<file path="config.mk">
export PLATFORM = sky130hd
export DESIGN_NAME = pea_mdu
export DESIGN_NICKNAME = d
export VERILOG_FILES = /design/src/rtl/core/pea_pkg.sv /design/src/rtl/core/pea_mdu.sv
export SDC_FILE = /design/constraint.sdc
export NUM_CORES = 1
export LEC_CHECK = 0
export BUFFER_PORTS_ARGS = -buffer_cell sky130_fd_sc_hd__buf_2
export CAP_MARGIN = 10
export CORE_MARGIN = 10
export CORE_UTILIZATION = 29
export DETAILED_ROUTE_END_ITERATION = 10
export PLACE_DENSITY = 0.43
export RECOVER_POWER = 100
export SETUP_SLACK_MARGIN = 0.3
export SYNTH_ARGS = -nofsm -noshare
export SYNTH_HDL_FRONTEND = slang
export SYNTH_SLANG_ARGS = --single-unit
</file>
<file path="constraint.sdc">
create_clock -name clk_i -period 3.9 [get_ports clk_i]
set_input_delay 1.17 -clock clk_i [delete_from_list [all_inputs] [get_ports clk_i]]
set_output_delay 1.17 -clock clk_i [all_outputs]
set_load 0.02 [all_outputs]
</file>
<file path="src/rtl/core/pea_pkg.sv">
// Package for the proportional energy apportioner: widths, codes, FSM types
// and the request/response structs of the shared multiply-divide unit.
// No dependencies.
package pea_pkg;

  localparam int MAX_UNITS = 16;
  localparam int IDX_W     = (MAX_UNITS > 1) ? $clog2(MAX_UNITS) : 1;
  localparam int CNT_W     = $clog2(MAX_UNITS + 1);

  localparam int CMD_W     = 3;
  localparam int UIDX_W    = 4;
  localparam int CAP_W     = 16;
  localparam int RT_W      = 24;
  localparam int PIN_W     = 21;
  localparam int PWR_W     = 20;
  localparam int OE_W      = 32;
  localparam int TIME_W    = 32;
  localparam int EN_W      = 48;
  localparam int FRAC_W    = 16;
  localparam int ACT_W     = 5;

  localparam int CFG_IDX_W  = 3;
  localparam int CFG_DATA_W = 32;

  localparam int SUM_W  = RT_W + CNT_W;
  localparam int ESUM_W = EN_W + CNT_W;
  localparam int V_W    = ESUM_W + 2;

  localparam logic [EN_W-1:0] E48MAX = {EN_W{1'b1}};

  // shared multiply-divide unit: q = floor(a * b / c)
  localparam int MDU_A_W   = 48;
  localparam int MDU_B_W   = 32;
  localparam int MDU_C_W   = 32;
  localparam int MDU_P_W   = MDU_A_W + MDU_B_W;
  localparam int MDU_CNT_W = $clog2(MDU_P_W);

  // Wh*2^16 per W*ms after the 2^16 pre-shift: 2 * 3600 * 1000
  localparam logic [MDU_C_W-1:0] TRAP_DIVISOR = 32'd7200000;

  typedef enum logic [CMD_W-1:0] {
    CMD_UNIT_REPORT    = 3'd0,
    CMD_OUTDOOR_POWER  = 3'd1,
    CMD_OUTDOOR_ENERGY = 3'd2,
    CMD_RECALC_POWER   = 3'd3,
    CMD_APPLY_ENERGY   = 3'd4
  } cmd_e;

  typedef enum logic [CFG_IDX_W-1:0] {
    CFG_ACTIVE_UNITS  = 3'd0,
    CFG_INVALID_CAP   = 3'd1,
    CFG_INVALID_RT    = 3'd2,
    CFG_MIN_INTERVAL  = 3'd3,
    CFG_MAX_INTERVAL  = 3'd4,
    CFG_SEED_GRACE    = 3'd5
  } cfg_e;

  typedef enum logic [1:0] {
    MODE_POWER,
    MODE_SEED,
    MODE_SPREAD
  } mode_e;

  typedef enum logic [1:0] {
    ACT_NONE,
    ACT_SEED,
    ACT_SPREAD
  } action_e;

  typedef enum logic [3:0] {
    ST_IDLE,
    ST_KNOWN,
    ST_DECIDE,
    ST_SUM,
    ST_EQ,
    ST_EQ_WAIT,
    ST_SHARE,
    ST_SHARE_WAIT,
    ST_UNIT,
    ST_INT_WAIT,
    ST_DRIFT,
    ST_FINISH,
    ST_EMIT
  } state_e;

  typedef enum logic [1:0] {
    MDU_IDLE,
    MDU_MUL,
    MDU_DIV
  } mdu_phase_e;

  typedef struct packed {
    logic               start;
    logic [MDU_A_W-1:0] a;
    logic [MDU_B_W-1:0] b;
    logic [MDU_C_W-1:0] c;
  } mdu_req_t;

  typedef struct packed {
    logic            busy;
    logic            done;
    logic [EN_W-1:0] q;
  } mdu_rsp_t;

endpackage

</file>
<file path="src/rtl/core/pea_mdu.sv">
// Shared iterative multiply-divide unit: q = floor(a * b / c).
// Shift-add multiply, one bit a cycle, then restoring divide. Uses pea_pkg.
module pea_mdu (
  input  logic              clk_i,
  input  logic              rst_ni,
  input  pea_pkg::mdu_req_t req_i,
  output pea_pkg::mdu_rsp_t rsp_o
);

  pea_pkg::mdu_phase_e phase_q, phase_d;
  logic [pea_pkg::MDU_CNT_W-1:0] cnt_q;
  logic [pea_pkg::MDU_A_W-1:0]   a_q;
  logic [pea_pkg::MDU_C_W-1:0]   c_q;
  logic [pea_pkg::MDU_P_W-1:0]   p_q;
  logic [pea_pkg::MDU_C_W-1:0]   r_q;
  logic                          done_q;

  logic                          mul_last, div_last;
  logic [pea_pkg::MDU_A_W:0]     mul_sum;
  logic [pea_pkg::MDU_C_W:0]     trial;
  logic                          ge;

  always_comb begin
    mul_last = (cnt_q == pea_pkg::MDU_CNT_W'(pea_pkg::MDU_B_W - 1));
    div_last = (cnt_q == pea_pkg::MDU_CNT_W'(pea_pkg::MDU_P_W - 1));
  end

  // next phase
  always_comb begin
    phase_d = phase_q;
    unique case (phase_q)
      pea_pkg::MDU_IDLE: if (req_i.start) phase_d = pea_pkg::MDU_MUL;
      pea_pkg::MDU_MUL:  if (mul_last) phase_d = pea_pkg::MDU_DIV;
      pea_pkg::MDU_DIV:  if (div_last) phase_d = pea_pkg::MDU_IDLE;
      default:           phase_d = pea_pkg::MDU_IDLE;
    endcase
  end

  // step arithmetic
  always_comb begin
    mul_sum = {1'b0, p_q[pea_pkg::MDU_P_W-1:pea_pkg::MDU_B_W]}
            + (p_q[0] ? {1'b0, a_q} : '0);
    trial   = {r_q, p_q[pea_pkg::MDU_P_W-1]};
    ge      = (trial >= {1'b0, c_q});
  end

  always_comb begin
    rsp_o.busy = (phase_q != pea_pkg::MDU_IDLE);
    rsp_o.done = done_q;
    rsp_o.q    = p_q[pea_pkg::EN_W-1:0];
  end

  always_ff @(posedge clk_i or negedge rst_ni) begin
    if (!rst_ni) begin
      phase_q <= pea_pkg::MDU_IDLE;
      cnt_q   <= '0;
      done_q  <= 1'b0;
      a_q     <= '0;
      c_q     <= '0;
      p_q     <= '0;
      r_q     <= '0;
    end else begin
      phase_q <= phase_d;
      done_q  <= (phase_q == pea_pkg::MDU_DIV) && div_last;
      unique case (phase_q)
        pea_pkg::MDU_IDLE: begin
          if (req_i.start) begin
            a_q   <= req_i.a;
            c_q   <= req_i.c;
            p_q   <= {{pea_pkg::MDU_A_W{1'b0}}, req_i.b};
            r_q   <= '0;
            cnt_q <= '0;
          end
        end
        pea_pkg::MDU_MUL: begin
          p_q   <= {mul_sum, p_q[pea_pkg::MDU_B_W-1:1]};
          cnt_q <= mul_last ? '0 : cnt_q + 1'b1;
        end
        pea_pkg::MDU_DIV: begin
          r_q   <= ge ? pea_pkg::MDU_C_W'(trial - {1'b0, c_q})
                      : trial[pea_pkg::MDU_C_W-1:0];
          p_q   <= {p_q[pea_pkg::MDU_P_W-2:0], ge};
          cnt_q <= cnt_q + 1'b1;
        end
        default: ;
      endcase
    end
  end

endmodule

</file>
==> flow_summary_export.csv <==
group,metric,value,unit
sta,hold_violations,0,
yosys,yosysMostFrequentCell,"dfrtp_1",
yosys,synthDistinctLibCells,73,
outcome,status,"finished with violations",
detailed_routing,antenna_left,0,
critical_path,crit_required,4.30,ns
power,power-per-cell-area,297,mW/mm²
yosys,async_reset_ff_share,100,%
place,place_congestion,0.842,
critical_path,cp.arrival,3.82,ns
clocking,htreeDepth,1,
yosys,ys_seq_elements,202,
yosys,synth_common_cells,"202 x dfrtp_1, 173 x nand2_1, 168 x o21ai_0, 90 x a21oi_1, 84 x ha_1",
sta,timing.final.crit_period,3.43,ns
layout,layout.nets,1825,
place,place_ws,0.520,ns
layout,drive_above_1_share,16.7,%
global_route,grt_pass1_vias,11800,
floorplan,dieArea,0.0569,mm²
yosys,synth_ff_type,"dfrtp_1",
layout,utilization,33.1,%
detailed_routing,via_per_inst,5.08,
place,place_hpwl,30100,µm
outcome,violations,"capacitance limit, slew limit",
yosys,synth.net_count,1741,
yosys,synth_area_leaders,"dfrtp_1 36%, ha_1 7.6%, mux2_2 6.6%, o21ai_0 6.1%, nand2_1 4.7%",
clocking,cts_buffers,26,
global_route,grt_pass1_wl,66000,µm
floorplan,rows,80,
detailed_routing,firstDrtPassIters,4,
sta,finClkSkew,0.0126,ns
flow_run,max_cap_viol_count,3,
min_path,hp-class,"reg -> reg",
layout,multi_input_area,0.00786,mm²
power,leakage,7.75,nW
clocking,cts.path.max_buffers,3,
layout,fillers,5041,
yosys,yosysSeqAreaShare,36.5,%
yosys,synth_top_area_share,36.5,%
clocking,clkTransAtPathRegs,0.06,ns
critical_path,slowest_stage,"a211oi_1",
clocking,cts_tree,"done",
sta,worst_pin_slew,1.68,ns
critical_path,start_kind,"flop",
sta,tns,0,ns
floorplan,die_h,239,µm
yosys,synth_top_cell_by_area,"dfrtp_1",
clocking,clk_latency,0.55,ns
sta,max_slew_margin,-11.8,%
floorplan,core_area,0.0474,mm²
sta,rsz0062_at_grt,"true",
layout,seq_area,0.00505,mm²
critical_path,critical_path_class,"reg -> reg",
layout,syn_to_final_growth,13.4,%
sta,holdWs,0.498,ns
clocking,root_buffer,"clkbuf_16",
yosys,synth_edf_count,0,
sta,fin_crit_sh,87.9,%
yosys,ys_warn_count,0,
sta,setup_viol,0,
clocking,holdBufCountCts,0,
floorplan,initial_core_util,29.2,%
power,peakVddDrop,309,µV
detailed_routing,post_drt_wl_per_cell,18.3,µm
detailed_routing,vias,11500,
detailed_routing,drt-total-wl,41200,µm
detailed_routing,first_iter_violations,634,
floorplan,die_x,239,µm
sta,worst_slack,0.472,ns
place,port_buffers,164,
yosys,synthesis.area,0.0139,mm²
global_route,grt_max_degree,68,
power,finalPower,4.67,mW
global_route,antenna_found_initial,2,
sta,report.final.slew_viol_count,148,
critical_path,critPathMaxStageDelay,0.51,ns
yosys,synthCells,1540,
global_route,grt_usage,14.1,%
yosys,syn_area_per_cell,9.00,µm²
critical_path,critPathCaptureType,"flop",
clocking,clkSinkCount,202,
global_route,grt-ovfl-total,0,
critical_path,crit_fanout,12,
sta,fmax,292,MHz
detailed_routing,drc,0,
floorplan,io_pins,165,
critical_path,crit_chain,"inv_1 > ha_1 > nand3_1 > a21oi_1 > a211oi_1 > o211ai_1 > a31oi_1 > nand2b_1 > nand2_1 > buf_4 > mux2i_1 > o21ai_0",
path summary, 6_finish.rpt:
check | slack (ns) | end | cells past startpoint | startpoint
min in group asynchronous | 1.06 | c_q[18] | 1 | rst_ni
hold reg to reg | 0.50 | a_q[34] | 1 | a_q[34]
setup / recovery | 0.47 | r_q[16] | 12 | c_q[3]
hold / removal | 0.50 | a_q[34] | 1 | a_q[34]
max in group asynchronous | 0.78 | a_q[17] | 2 | rst_ni
setup reg to reg | 0.47 | r_q[16] | 12 | c_q[3]
metal layers:
layer	track usage [%]	part of all wire [%]	vias up
met5	0	0	-
met3	2.35	4.2	43
met1	18.8	48	5564
met4	3.30	1.8	0
met2	23.4	46	178
li1	-	-	5668
logic make-up after synthesis:
kind of cell	Yosys count	share of synthesized area [%]
AOI/OAI and AO/OA	499	23.2
xor gates and xnor gates	61	3.86
adders and majority gates	86	7.87
buffers and inverters	190	6.70
DFF	202	36.5
muxes	103	8.17
and+or+nand+nor	399	13.7
registers in the layout, indices dropped and copies added, names as in the netlist:
name / cells
cnt_q: 7
p_q: 80
done_q: 1
phase_q: 2
a_q: 48
c_q: 32
r_q: 32
critical path: cells and delay by family, from the launching register on:
kind / cells / cell delay (ns)
AO/OA/AOI/OAI: 5 / 1.36
adder cells (fa/ha/maj): 1 / 0.36
buffers and inverters: 2 / 0.37
flip-flops: 1 / 0.36
multiplexers: 1 / 0.17
AND/OR/NAND/NOR: 3 / 0.66
layout by cell type, fill, tap and decap left out, types with 8 or more instances in the layout:
cell type	count
dfrtp_1	202
nand2_1	174
o21ai_0	167
buf_2	113
a21oi_1	92
ha_1	83
mux2_2	81
a22oi_1	78
nor2_1	61
inv_1	59
clkbuf_1	57
and2_1	52
a21o_1	46
xnor2_1	34
xor2_1	27
clkbuf_16	27
mux2i_1	22
nand3_1	21
nor3_1	15
buf_4	14
nand2b_1	13
nand4_1	13
o21a_1	12
and3_1	11
a211oi_1	11
a32oi_1	10
o21bai_1	9
a31oi_1	9
o31ai_1	9
o211ai_1	8
power breakdown:
group          total [mW]  leakage, nW  switching [mW]  internal, mW
registers            2.10         2.72               0          2.10
clock network        2.46        0.426           0.964          1.50
logic               0.108         4.60          0.0644        0.0433
what timing repair did:
action                                  CTS  global route
endpoints found under the setup margin    0             4
gates resized for setup                   0             1
setup buffers                             0             0
final cells by class:
class / count / area share (%)
antenna: 1 / 0.0159
clock buffer: 38 / 4.94
sequential: 202 / 32.2
tap: 615 / 4.90
multi-input combinational: 1148 / 50.0
timing repair buffer: 187 / 6.05
clock inverter: 6 / 0.533
inverter: 59 / 1.41
per-stage QoR:
stage | instances | area (µm²)
final | 2256 | 15700
after global routing | 2255 | 15700
after CTS | 2255 | 15900
after detailed placement | 2211 | 15000
after global placement | 2211 | 15000
after floorplan | 1540 | 13900
No activity file was read; power rests on OpenSTA's default activity.
